$ cat src/rtl/sjb_pkg.sv
// Package with the shared types and constants of the snapshot jitter buffer.
`default_nettype none
package sjb_pkg;

  localparam int TIME_W  = 32;
  localparam int TICK_W  = 32;
  localparam int DELAY_W = 20;
  localparam int RGAP_W  = 16;
  localparam int MINI_W  = 10;
  localparam int CFG_W   = 20;
  localparam int SLOT_W  = 4;
  localparam int BLEND_W = 17;
  localparam int FRAC_W  = 16;

  localparam logic [1:0] OP_ARRIVE = 2'd0;
  localparam logic [1:0] OP_QUERY  = 2'd1;
  localparam logic [1:0] OP_REINIT = 2'd2;

  localparam logic [1:0] CFG_INTERP_DELAY = 2'd0;
  localparam logic [1:0] CFG_DROP_LIMIT   = 2'd1;
  localparam logic [1:0] CFG_MIN_INTERVAL = 2'd2;

  localparam logic [1:0] MODE_EMPTY  = 2'd0;
  localparam logic [1:0] MODE_NEWEST = 2'd1;
  localparam logic [1:0] MODE_PAIR   = 2'd2;
  localparam logic [1:0] MODE_HOLD   = 2'd3;

  localparam logic [BLEND_W-1:0] BLEND_ONE = 17'h10000;

  localparam logic [DELAY_W-1:0] INTERP_DELAY_RST = 20'd100000;
  localparam logic [RGAP_W-1:0]  DROP_LIMIT_RST   = 16'd600;
  localparam logic [MINI_W-1:0]  MIN_INTERVAL_RST = 10'd1;

  typedef enum logic [4:0] {
    S_IDLE = 5'b00001,
    S_RD   = 5'b00010,
    S_CHK  = 5'b00100,
    S_DIV  = 5'b01000,
    S_OUT  = 5'b10000
  } state_t;

  typedef struct packed {
    logic [BLEND_W-1:0] blend;
    logic [SLOT_W-1:0]  newer_slot;
    logic [SLOT_W-1:0]  older_slot;
    logic [1:0]         pair_mode;
    logic [SLOT_W-1:0]  write_slot;
    logic               flushed;
    logic               accepted;
  } result_t;

endpackage
`default_nettype wire

$ cat src/rtl/snapshot_jitter_buffer.sv
// Snapshot jitter buffer: ring of arrival times with pair search and blend divider.
// Arrive, reinitialize and short queries go to S_OUT; it loads the output register when free.
// A query walks the ring RAM one entry per S_RD/S_CHK pass (one read port, registered read),
// then, if the pair needs a blend, a restoring divider forms the 16-bit fraction.
// A new beat is taken in the cycle after the previous result has moved to the output register.
// Reset clears control state and restores the register defaults; the ring RAM is not cleared.
`default_nettype none
module snapshot_jitter_buffer
  import sjb_pkg::*;
#(
  parameter int BUFFER_DEPTH = 16
) (
  input  wire logic              clk,
  input  wire logic              rst_n,
  input  wire logic              cfg_we,
  input  wire logic [1:0]        cfg_addr,
  input  wire logic [CFG_W-1:0]  cfg_wdata,
  input  wire logic              in_tvalid,
  output logic                   in_tready,
  input  wire logic [63:0]       in_tdata,   // tick[31:0], now[63:32]
  input  wire logic [1:0]        in_tuser,   // op[1:0]
  output logic                   out_tvalid,
  input  wire logic              out_tready,
  // accepted[0], flushed[1], write_slot[5:2], pair_mode[7:6], older_slot[11:8],
  // newer_slot[15:12], blend[32:16], zero[39:33]
  output logic [39:0]            out_tdata
);

  localparam int IDX_W = $clog2(BUFFER_DEPTH);
  localparam int CNT_W = $clog2(BUFFER_DEPTH + 1);
  localparam logic [IDX_W-1:0] LAST_IDX = IDX_W'(BUFFER_DEPTH - 1);
  localparam logic [CNT_W-1:0] FULL_CNT = CNT_W'(BUFFER_DEPTH);

  function automatic logic [IDX_W-1:0] dec_slot(input logic [IDX_W-1:0] s);
    logic [IDX_W-1:0] r;
    if (s == '0) r = LAST_IDX;
    else         r = s - 1'b1;
    return r;
  endfunction

  function automatic logic [SLOT_W-1:0] to_slot(input logic [IDX_W-1:0] s);
    logic [IDX_W+SLOT_W-1:0] ext;
    ext = {{SLOT_W{1'b0}}, s};
    return ext[SLOT_W-1:0];
  endfunction

  state_t state_r, state_nxt;

  logic [DELAY_W-1:0] delay_r, delay_nxt;
  logic [RGAP_W-1:0]  rgap_r, rgap_nxt;
  logic [MINI_W-1:0]  mini_r, mini_nxt;

  logic [IDX_W-1:0]   head_r, head_nxt;
  logic [CNT_W-1:0]   fill_r, fill_nxt;
  logic [TICK_W-1:0]  newest_tick_r, newest_tick_nxt;
  logic               first_r, first_nxt;

  logic [IDX_W-1:0]   ptr_r, ptr_nxt;
  logic [CNT_W-1:0]   idx_r, idx_nxt;
  logic               walk_first_r, walk_first_nxt;
  logic [IDX_W-1:0]   nslot_r, nslot_nxt;
  logic [TIME_W-1:0]  tn_r, tn_nxt;
  logic signed [TIME_W:0] render_r, render_nxt;
  logic [TIME_W-1:0]  rem_r, rem_nxt;
  logic [TIME_W-1:0]  gap_r, gap_nxt;
  logic [FRAC_W-1:0]  quo_r, quo_nxt;
  logic [3:0]         step_r, step_nxt;

  result_t            res_r, res_nxt;
  result_t            out_r, out_nxt;
  logic               out_valid_r, out_valid_nxt;

  logic               ram_we;
  logic [IDX_W-1:0]   ram_waddr;
  logic [TIME_W-1:0]  ram_wdata;
  logic [TIME_W-1:0]  ram_rdata;

  logic [1:0]         in_op;
  logic [TICK_W-1:0]  in_tick;
  logic [TIME_W-1:0]  in_now;

  logic               do_flush;
  logic               do_store;
  logic [IDX_W-1:0]   st_slot;
  logic [CNT_W-1:0]   st_fill;
  logic [TICK_W-1:0]  tick_diff;
  logic signed [TIME_W:0] to_s;
  logic signed [TIME_W:0] gap_s;
  logic signed [TIME_W:0] num_s;
  logic [TIME_W:0]    rem2;

  assign in_op   = in_tuser;
  assign in_tick = in_tdata[31:0];
  assign in_now  = in_tdata[63:32];

  assign in_tready  = (state_r == S_IDLE);
  assign out_tvalid = out_valid_r;
  assign out_tdata  = {7'd0, out_r};

  sjb_ram #(
    .WIDTH (TIME_W),
    .DEPTH (BUFFER_DEPTH)
  ) u_ring (
    .clk   (clk),
    .we    (ram_we),
    .waddr (ram_waddr),
    .wdata (ram_wdata),
    .raddr (ptr_r),
    .rdata (ram_rdata)
  );

  always_comb begin
    delay_nxt = delay_r;
    rgap_nxt  = rgap_r;
    mini_nxt  = mini_r;
    if (cfg_we) begin
      unique case (cfg_addr)
        CFG_INTERP_DELAY: delay_nxt = cfg_wdata;
        CFG_DROP_LIMIT:   rgap_nxt  = cfg_wdata[RGAP_W-1:0];
        CFG_MIN_INTERVAL: mini_nxt  = cfg_wdata[MINI_W-1:0];
        default: ;
      endcase
    end
  end

  always_comb begin
    tick_diff = newest_tick_r - in_tick;
    do_flush  = 1'b0;
    do_store  = 1'b1;
    if (first_r) begin
      do_flush = 1'b1;
    end else if (fill_r != '0 && in_tick <= newest_tick_r) begin
      if (tick_diff <= {{(TICK_W-RGAP_W){1'b0}}, rgap_r}) begin
        do_store = 1'b0;
      end else begin
        do_flush = 1'b1;
      end
    end
    st_slot = do_flush ? '0 : head_r;
    st_fill = do_flush ? '0 : fill_r;
  end

  always_comb begin
    to_s  = $signed({1'b0, ram_rdata});
    gap_s = $signed({1'b0, tn_r}) - to_s;
    num_s = render_r - to_s;
    rem2  = {rem_r, 1'b0};
  end

  always_comb begin
    state_nxt       = state_r;
    head_nxt        = head_r;
    fill_nxt        = fill_r;
    newest_tick_nxt = newest_tick_r;
    first_nxt       = first_r;
    ptr_nxt         = ptr_r;
    idx_nxt         = idx_r;
    walk_first_nxt  = walk_first_r;
    nslot_nxt       = nslot_r;
    tn_nxt          = tn_r;
    render_nxt      = render_r;
    rem_nxt         = rem_r;
    gap_nxt         = gap_r;
    quo_nxt         = quo_r;
    step_nxt        = step_r;
    res_nxt         = res_r;
    out_nxt         = out_r;
    out_valid_nxt   = out_valid_r;
    ram_we          = 1'b0;
    ram_waddr       = st_slot;
    ram_wdata       = in_now;

    if (out_valid_r && out_tready) begin
      out_valid_nxt = 1'b0;
    end

    unique case (state_r)
      S_IDLE: begin
        if (in_tvalid) begin
          res_nxt   = '0;
          state_nxt = S_OUT;
          unique case (in_op)
            OP_ARRIVE: begin
              if (do_store) begin
                first_nxt          = 1'b0;
                ram_we             = 1'b1;
                head_nxt           = (st_slot == LAST_IDX) ? '0 : st_slot + 1'b1;
                fill_nxt           = (st_fill == FULL_CNT) ? FULL_CNT : st_fill + 1'b1;
                newest_tick_nxt    = in_tick;
                res_nxt.accepted   = 1'b1;
                res_nxt.flushed    = do_flush;
                res_nxt.write_slot = to_slot(st_slot);
              end
            end
            OP_QUERY: begin
              if (fill_r == CNT_W'(1)) begin
                res_nxt.pair_mode  = MODE_NEWEST;
                res_nxt.older_slot = to_slot(dec_slot(head_r));
                res_nxt.newer_slot = to_slot(dec_slot(head_r));
                res_nxt.blend      = BLEND_ONE;
              end else if (fill_r != '0) begin
                ptr_nxt        = dec_slot(head_r);
                idx_nxt        = '0;
                walk_first_nxt = 1'b1;
                render_nxt     = $signed({1'b0, in_now}) -
                                 $signed({{(TIME_W-DELAY_W+1){1'b0}}, delay_r});
                state_nxt      = S_RD;
              end
            end
            OP_REINIT: begin
              head_nxt  = '0;
              fill_nxt  = '0;
              first_nxt = 1'b1;
            end
            default: ;
          endcase
        end
      end
      S_RD: begin
        state_nxt = S_CHK;
      end
      S_CHK: begin
        if (walk_first_r) begin
          walk_first_nxt = 1'b0;
          tn_nxt         = ram_rdata;
          nslot_nxt      = ptr_r;
          ptr_nxt        = dec_slot(ptr_r);
          idx_nxt        = idx_r + 1'b1;
          state_nxt      = S_RD;
        end else if (render_r >= to_s) begin
          res_nxt.pair_mode  = MODE_PAIR;
          res_nxt.older_slot = to_slot(ptr_r);
          res_nxt.newer_slot = to_slot(nslot_r);
          if (gap_s <= $signed({{(TIME_W-MINI_W+1){1'b0}}, mini_r}) || num_s >= gap_s) begin
            res_nxt.blend = BLEND_ONE;
            state_nxt     = S_OUT;
          end else begin
            gap_nxt   = gap_s[TIME_W-1:0];
            rem_nxt   = num_s[TIME_W-1:0];
            quo_nxt   = '0;
            step_nxt  = '0;
            state_nxt = S_DIV;
          end
        end else if (idx_r == fill_r - 1'b1) begin
          res_nxt.pair_mode  = MODE_HOLD;
          res_nxt.older_slot = to_slot(ptr_r);
          res_nxt.newer_slot = to_slot(ptr_r);
          res_nxt.blend      = '0;
          state_nxt          = S_OUT;
        end else begin
          tn_nxt    = ram_rdata;
          nslot_nxt = ptr_r;
          ptr_nxt   = dec_slot(ptr_r);
          idx_nxt   = idx_r + 1'b1;
          state_nxt = S_RD;
        end
      end
      S_DIV: begin
        if (rem2 >= {1'b0, gap_r}) begin
          rem_nxt = TIME_W'(rem2 - {1'b0, gap_r});
          quo_nxt = {quo_r[FRAC_W-2:0], 1'b1};
        end else begin
          rem_nxt = rem2[TIME_W-1:0];
          quo_nxt = {quo_r[FRAC_W-2:0], 1'b0};
        end
        step_nxt = step_r + 1'b1;
        if (step_r == 4'hF) begin
          res_nxt.blend = {1'b0, quo_nxt};
          state_nxt     = S_OUT;
        end
      end
      S_OUT: begin
        if (!out_valid_r || out_tready) begin
          out_nxt       = res_r;
          out_valid_nxt = 1'b1;
          state_nxt     = S_IDLE;
        end
      end
      default: begin
        state_nxt = S_IDLE;
      end
    endcase
  end

  always_ff @(posedge clk) begin
    if (!rst_n) begin
      state_r       <= S_IDLE;
      delay_r       <= INTERP_DELAY_RST;
      rgap_r        <= DROP_LIMIT_RST;
      mini_r        <= MIN_INTERVAL_RST;
      head_r        <= '0;
      fill_r        <= '0;
      newest_tick_r <= '0;
      first_r       <= 1'b1;
      out_valid_r   <= 1'b0;
      walk_first_r  <= 1'b0;
      idx_r         <= '0;
      step_r        <= '0;
    end else begin
      state_r       <= state_nxt;
      delay_r       <= delay_nxt;
      rgap_r        <= rgap_nxt;
      mini_r        <= mini_nxt;
      head_r        <= head_nxt;
      fill_r        <= fill_nxt;
      newest_tick_r <= newest_tick_nxt;
      first_r       <= first_nxt;
      out_valid_r   <= out_valid_nxt;
      walk_first_r  <= walk_first_nxt;
      idx_r         <= idx_nxt;
      step_r        <= step_nxt;
    end
  end

  always_ff @(posedge clk) begin
    ptr_r    <= ptr_nxt;
    nslot_r  <= nslot_nxt;
    tn_r     <= tn_nxt;
    render_r <= render_nxt;
    rem_r    <= rem_nxt;
    gap_r    <= gap_nxt;
    quo_r    <= quo_nxt;
    res_r    <= res_nxt;
    out_r    <= out_nxt;
  end

endmodule
`default_nettype wire

$ cat src/rtl/sjb_ram.sv
// Generic single-port-write, single-port-read RAM with registered read data.
`default_nettype none
module sjb_ram #(
  parameter int WIDTH = 32,
  parameter int DEPTH = 16
) (
  input  wire logic                     clk,
  input  wire logic                     we,
  input  wire logic [$clog2(DEPTH)-1:0] waddr,
  input  wire logic [WIDTH-1:0]         wdata,
  input  wire logic [$clog2(DEPTH)-1:0] raddr,
  output logic      [WIDTH-1:0]         rdata
);

  logic [WIDTH-1:0] mem [DEPTH];

  always_ff @(posedge clk) begin
    if (we) begin
      mem[waddr] <= wdata;
    end
    rdata <= mem[raddr];
  end

endmodule
`default_nettype wire
$ cat config.mk
export PLATFORM = sky130hd
export DESIGN_NAME = snapshot_jitter_buffer
export DESIGN_NICKNAME = d
export VERILOG_FILES = /design/src/rtl/sjb_pkg.sv /design/src/rtl/snapshot_jitter_buffer.sv /design/src/rtl/sjb_ram.sv
export SDC_FILE = /design/constraint.sdc
export NUM_CORES = 1
export LEC_CHECK = 0
export CAP_MARGIN = 20
export CORE_ASPECT_RATIO = 0.75
export CORE_UTILIZATION = 58
export CTS_CLUSTER_SIZE = 25
export DETAILED_ROUTE_END_ITERATION = 16
export DONT_BUFFER_PORTS = 1
export PLACE_DENSITY = 0.74
export SLEW_MARGIN = 20
export SYNTH_ARGS = -nofsm -noshare
export SYNTH_HDL_FRONTEND = slang
export SYNTH_SLANG_ARGS = --single-unit
export TNS_END_PERCENT = 50
$ cat constraint.sdc
create_clock -name clk -period 8.35 [get_ports clk]
set_input_delay 0.835 -clock clk [delete_from_list [all_inputs] [get_ports clk]]
set_output_delay 0.835 -clock clk [all_outputs]
set_load 0.01 [all_outputs]
==> impl_metrics.env <==
export IMPL_status="finished, final reports clean"
export IMPL_cts_resized=0
export IMPL_area_growth_pct=9.901
export IMPL_grt_pass1_wl_um=163100
export IMPL_synth_cell_type_count=93
export IMPL_post_route_min_period_ps=6920
export IMPL_drv_slew=0
export IMPL_hold_violations=0
export IMPL_ys_flop_type="edfxtp_1"
export IMPL_nNetsFinal=3556
export IMPL_critPathLaunchType="flop"
export IMPL_antenna_found_initial=4
export IMPL_synthArstFlopShare_pct=0
export IMPL_clk_pin_slew_ps=70
export IMPL_cts_sinks=866
export IMPL_gr_total_overflow=0
export IMPL_holdCritPathClass="input pin to flop"
export IMPL_finalPower_mw=9.326
export IMPL_pwr_share_seq_pct=51.5
export IMPL_clk_insertion_delay_late_ps=670
export IMPL_grt_pass1_vias=26710
export IMPL_critical_path_required_ps=8640
export IMPL_viasPerCell=6.422
export IMPL_final_cells=4268
export IMPL_postSynthAreaPerCell_sq_um=13.06
export IMPL_routabilityCongestion=0.9476
export IMPL_syn_area_sq_mm=0.04227
export IMPL_cts_htree_levels=3
export IMPL_dieArea_sq_mm=0.07398
export IMPL_p_sw_mw=2.053
export IMPL_cts_tree="done"
export IMPL_cts_setup_buffers=0
export IMPL_synth_top_family_by_area="compound AO/OA/AOI/OAI gates"
export IMPL_synth_compound_area_share_pct=10.03
export IMPL_firstDrtPassIters=5
export IMPL_die_h_um=235.8
export IMPL_p_clk_share_pct=43.9
export IMPL_ys_seq_area_share_pct=58.30
export IMPL_dp_cells=4101
export IMPL_ant_nets=0
export IMPL_irDropWorstVdd_uv=156.4
export IMPL_p_per_area_mw_per_mm2=200.7
export IMPL_netSwitchingFraction_pct=22.02
export IMPL_wl_per_cell_um=25.36
export IMPL_p_leak_nw=17.16
export IMPL_place_ws_ps=1280
export IMPL_fill_cells=5163
export IMPL_cap_violations=0
export IMPL_drc=0
export IMPL_initial_core_util_pct=58.80
export IMPL_combPwrFrac_pct=4.7
export IMPL_first_iter_violations=3107
export IMPL_worst_slack_ps=1430
export IMPL_synth_simple_area_share_pct=8.817
export IMPL_portBuffers=0
export IMPL_fin_crit_sh_pct=82.87
export IMPL_relSlewSlack_pct=25.75
export IMPL_io_pins=135
export IMPL_clock_skew_ps=65.99
export IMPL_criticalPathCategory="flop to flop"
export IMPL_drt_total_wl_um=108200
export IMPL_cts_buffer_depth=3
export IMPL_muxShareOfSynthArea_pct=9.972
export IMPL_vias=27410
export IMPL_cts_hold_buf=0
export IMPL_fmax_mhz=144.5
export IMPL_rows=85
export IMPL_grt_use_total_pct=29.26
export IMPL_synth_edf_count=730
export IMPL_tightest_slew_ps=1114
export IMPL_p_int_mw=7.273
export IMPL_cp_arrival_ps=7210
export IMPL_finalSetupViolations=0
export IMPL_cts_root_buf="clkbuf_16"
export IMPL_crit_fanout=17
export IMPL_worstSetupEndpointType="flop"
export IMPL_die_x_um=313.7
export IMPL_grt_max_degree=99
export IMPL_ys_ff_latch=866
export IMPL_cts_buffers=85
export IMPL_rsz0062_at_grt="no"
export IMPL_synthXorXnorAreaFrac_pct=2.693
export IMPL_synthAdderAreaFrac_pct=6.778
export IMPL_ys_warn_count=0
export IMPL_dpl_hpwl_um=72640
export IMPL_drive_above_1_share_pct=11.67
export IMPL_syn_instance_count=3236
export IMPL_tns_ps=0
export IMPL_core_area_sq_mm=0.07189
worst max-delay path, cell delays in order, from the launching register on:
cell and delay (ps):
edfxtp_1 350, inv_1 60, ha_1 160, inv_1 50, fa_1 400, a21o_1 200, a221oi_1 620, a211oi_1 200
a211o_1 330, a31oi_1 280, o21bai_1 130, a41o_1 290, a31oi_1 230, xnor2_1 220, ha_1 310, nand3_1 130
o31ai_1 90, a21o_1 190, a211oi_1 240, o21bai_1 120, and3_1 180, nor4b_1 310, o211ai_1 160, nor2_1 520
a21oi_1 180, o311a_1 600
per-layer routing:
metal / global-route usage [%] / vias up / routed length, um
met5: 0 / - / 0
met4: 7.243 / 0 / 2444
met3: 6.286 / 162 / 10940
met2: 45.32 / 1438 / 49370
met1: 42.38 / 13570 / 45480
li1: - / 12240 / -
synthesized netlist by cell type, drive strengths merged (50+ instances only):
library cell | instances | share of area, %
edfxtp | 730 | 52
inv | 242 | 2.1
a21oi | 221 | 2.6
ha | 221 | 6.5
nand2 | 215 | 1.9
nor2 | 200 | 1.8
mux4 | 160 | 8.5
dfxtp | 136 | 6.4
o21ai | 127 | 1.5
clkbuf | 100 | 0.89
a21o | 86 | 1.5
xnor2 | 76 | 1.6
mux2i | 60 | 1.4
xor2 | 54 | 1.1
nand3 | 52 | 0.62
and3 | 50 | 0.74
registers in the layout (all words and copies together), names as in the netlist, 5 cells and up:
signal,cells
fill_r,5
newest_tick_r,32
quo_r,15
tn_r,32
u_ring.mem,512
gap_r,32
idx_r,5
out_tdata,33
mini_r,10
rgap_r,16
render_r,33
state_r,5
res_r,33
rem_r,32
u_ring.rdata,32
delay_r,20
path summary, 6_finish.rpt:
| check | cells past startpoint | from | slack, ps | to |
|---|---|---|---|---|
| max | 25 | render_r[0] | 1430 | res_r[29] |
| min reg2reg | 0 | res_r[3] | 430 | out_tdata[3] |
| max reg2reg | 25 | render_r[0] | 1430 | res_r[29] |
| min | 0 | in_tdata[47] | 260 | u_ring.mem[11][15] |
placed cells by master, fill, tap and decap left out, types with 9 or more instances in the layout:
master | synthesis | routed
xor2_1 | 54 | 54
or2_2 | 10 | 10
o21ai_0 | 123 | 123
nor4_1 | 11 | 11
nand4_1 | 45 | 45
a31o_2 | 9 | 9
a21oi_1 | 220 | 220
and3_1 | 50 | 50
a31oi_1 | 24 | 24
clkinv_2 | 0 | 12
nand2_1 | 215 | 214
a21o_1 | 86 | 86
clkbuf_16 | 0 | 87
o21bai_1 | 16 | 16
buf_4 | 7 | 27
or3_1 | 13 | 13
dfxtp_1 | 136 | 136
nor2b_1 | 35 | 34
nor2_1 | 199 | 187
nand3_1 | 52 | 52
o31ai_1 | 12 | 12
a211oi_1 | 17 | 17
inv_1 | 241 | 241
nor2_4 | 1 | 13
clkinv_1 | 0 | 12
clkbuf_1 | 100 | 12
ha_1 | 221 | 221
mux4_2 | 160 | 160
bufinv_16 | 0 | 11
nand2b_1 | 21 | 21
edfxtp_1 | 730 | 730
o211ai_1 | 24 | 24
o21a_1 | 27 | 27
nor3_1 | 42 | 41
xnor2_1 | 76 | 76
mux2i_1 | 60 | 60
nor3b_1 | 11 | 9
and2_1 | 16 | 11
kinds of logic after synthesis:
logic type                 count (synthesis)
xor gates and xnor gates                 130
and+or+nand+nor                          760
AOI/OAI and AO/OA                        663
DFF                                      866
muxes                                    221
buffers and inverters                    369
adders and majority gates                226
other                                      1
metrics by stage:
stage / hold slack (ps) / utilization [%] / area (sq um)
4_1_cts: 227.9 / 64.44 / 46330
3_5_place_dp: 404.5 / 60.26 / 43330
5_1_grt: 242.3 / 64.61 / 46450
3_3_place_gp: 407.5 / 60.24 / 43310
2_1_floorplan: 400.3 / - / 42300
6_report: 258.0 / 64.62 / 46460
power by group through the flow:
stage          logic [mW]  clock network [mW]  registers (mW)
4_1_cts             0.430                4.13            4.80
6_report            0.436                4.09            4.80
2_1_floorplan       0.328                   0            4.88
5_1_grt             0.479                4.29            4.80
3_3_place_gp        0.411                   0            4.89
3_5_place_dp        0.425                   0            4.89
cell type report:
type,instances,area (sq um),area share (%)
Clock inverter,53,681.9,1.468
Sequential cell,866,24640,53.04
Tap cell,957,1197,2.577
Clock buffer,106,2318,4.990
Multi-Input combinational cell,2007,16340,35.17
Inverter,242,908.4,1.955
Timing Repair Buffer,35,362.8,0.7810
Antenna cell,2,5.005,0.01077
Note: power is estimated with default switching activity, not from simulation.
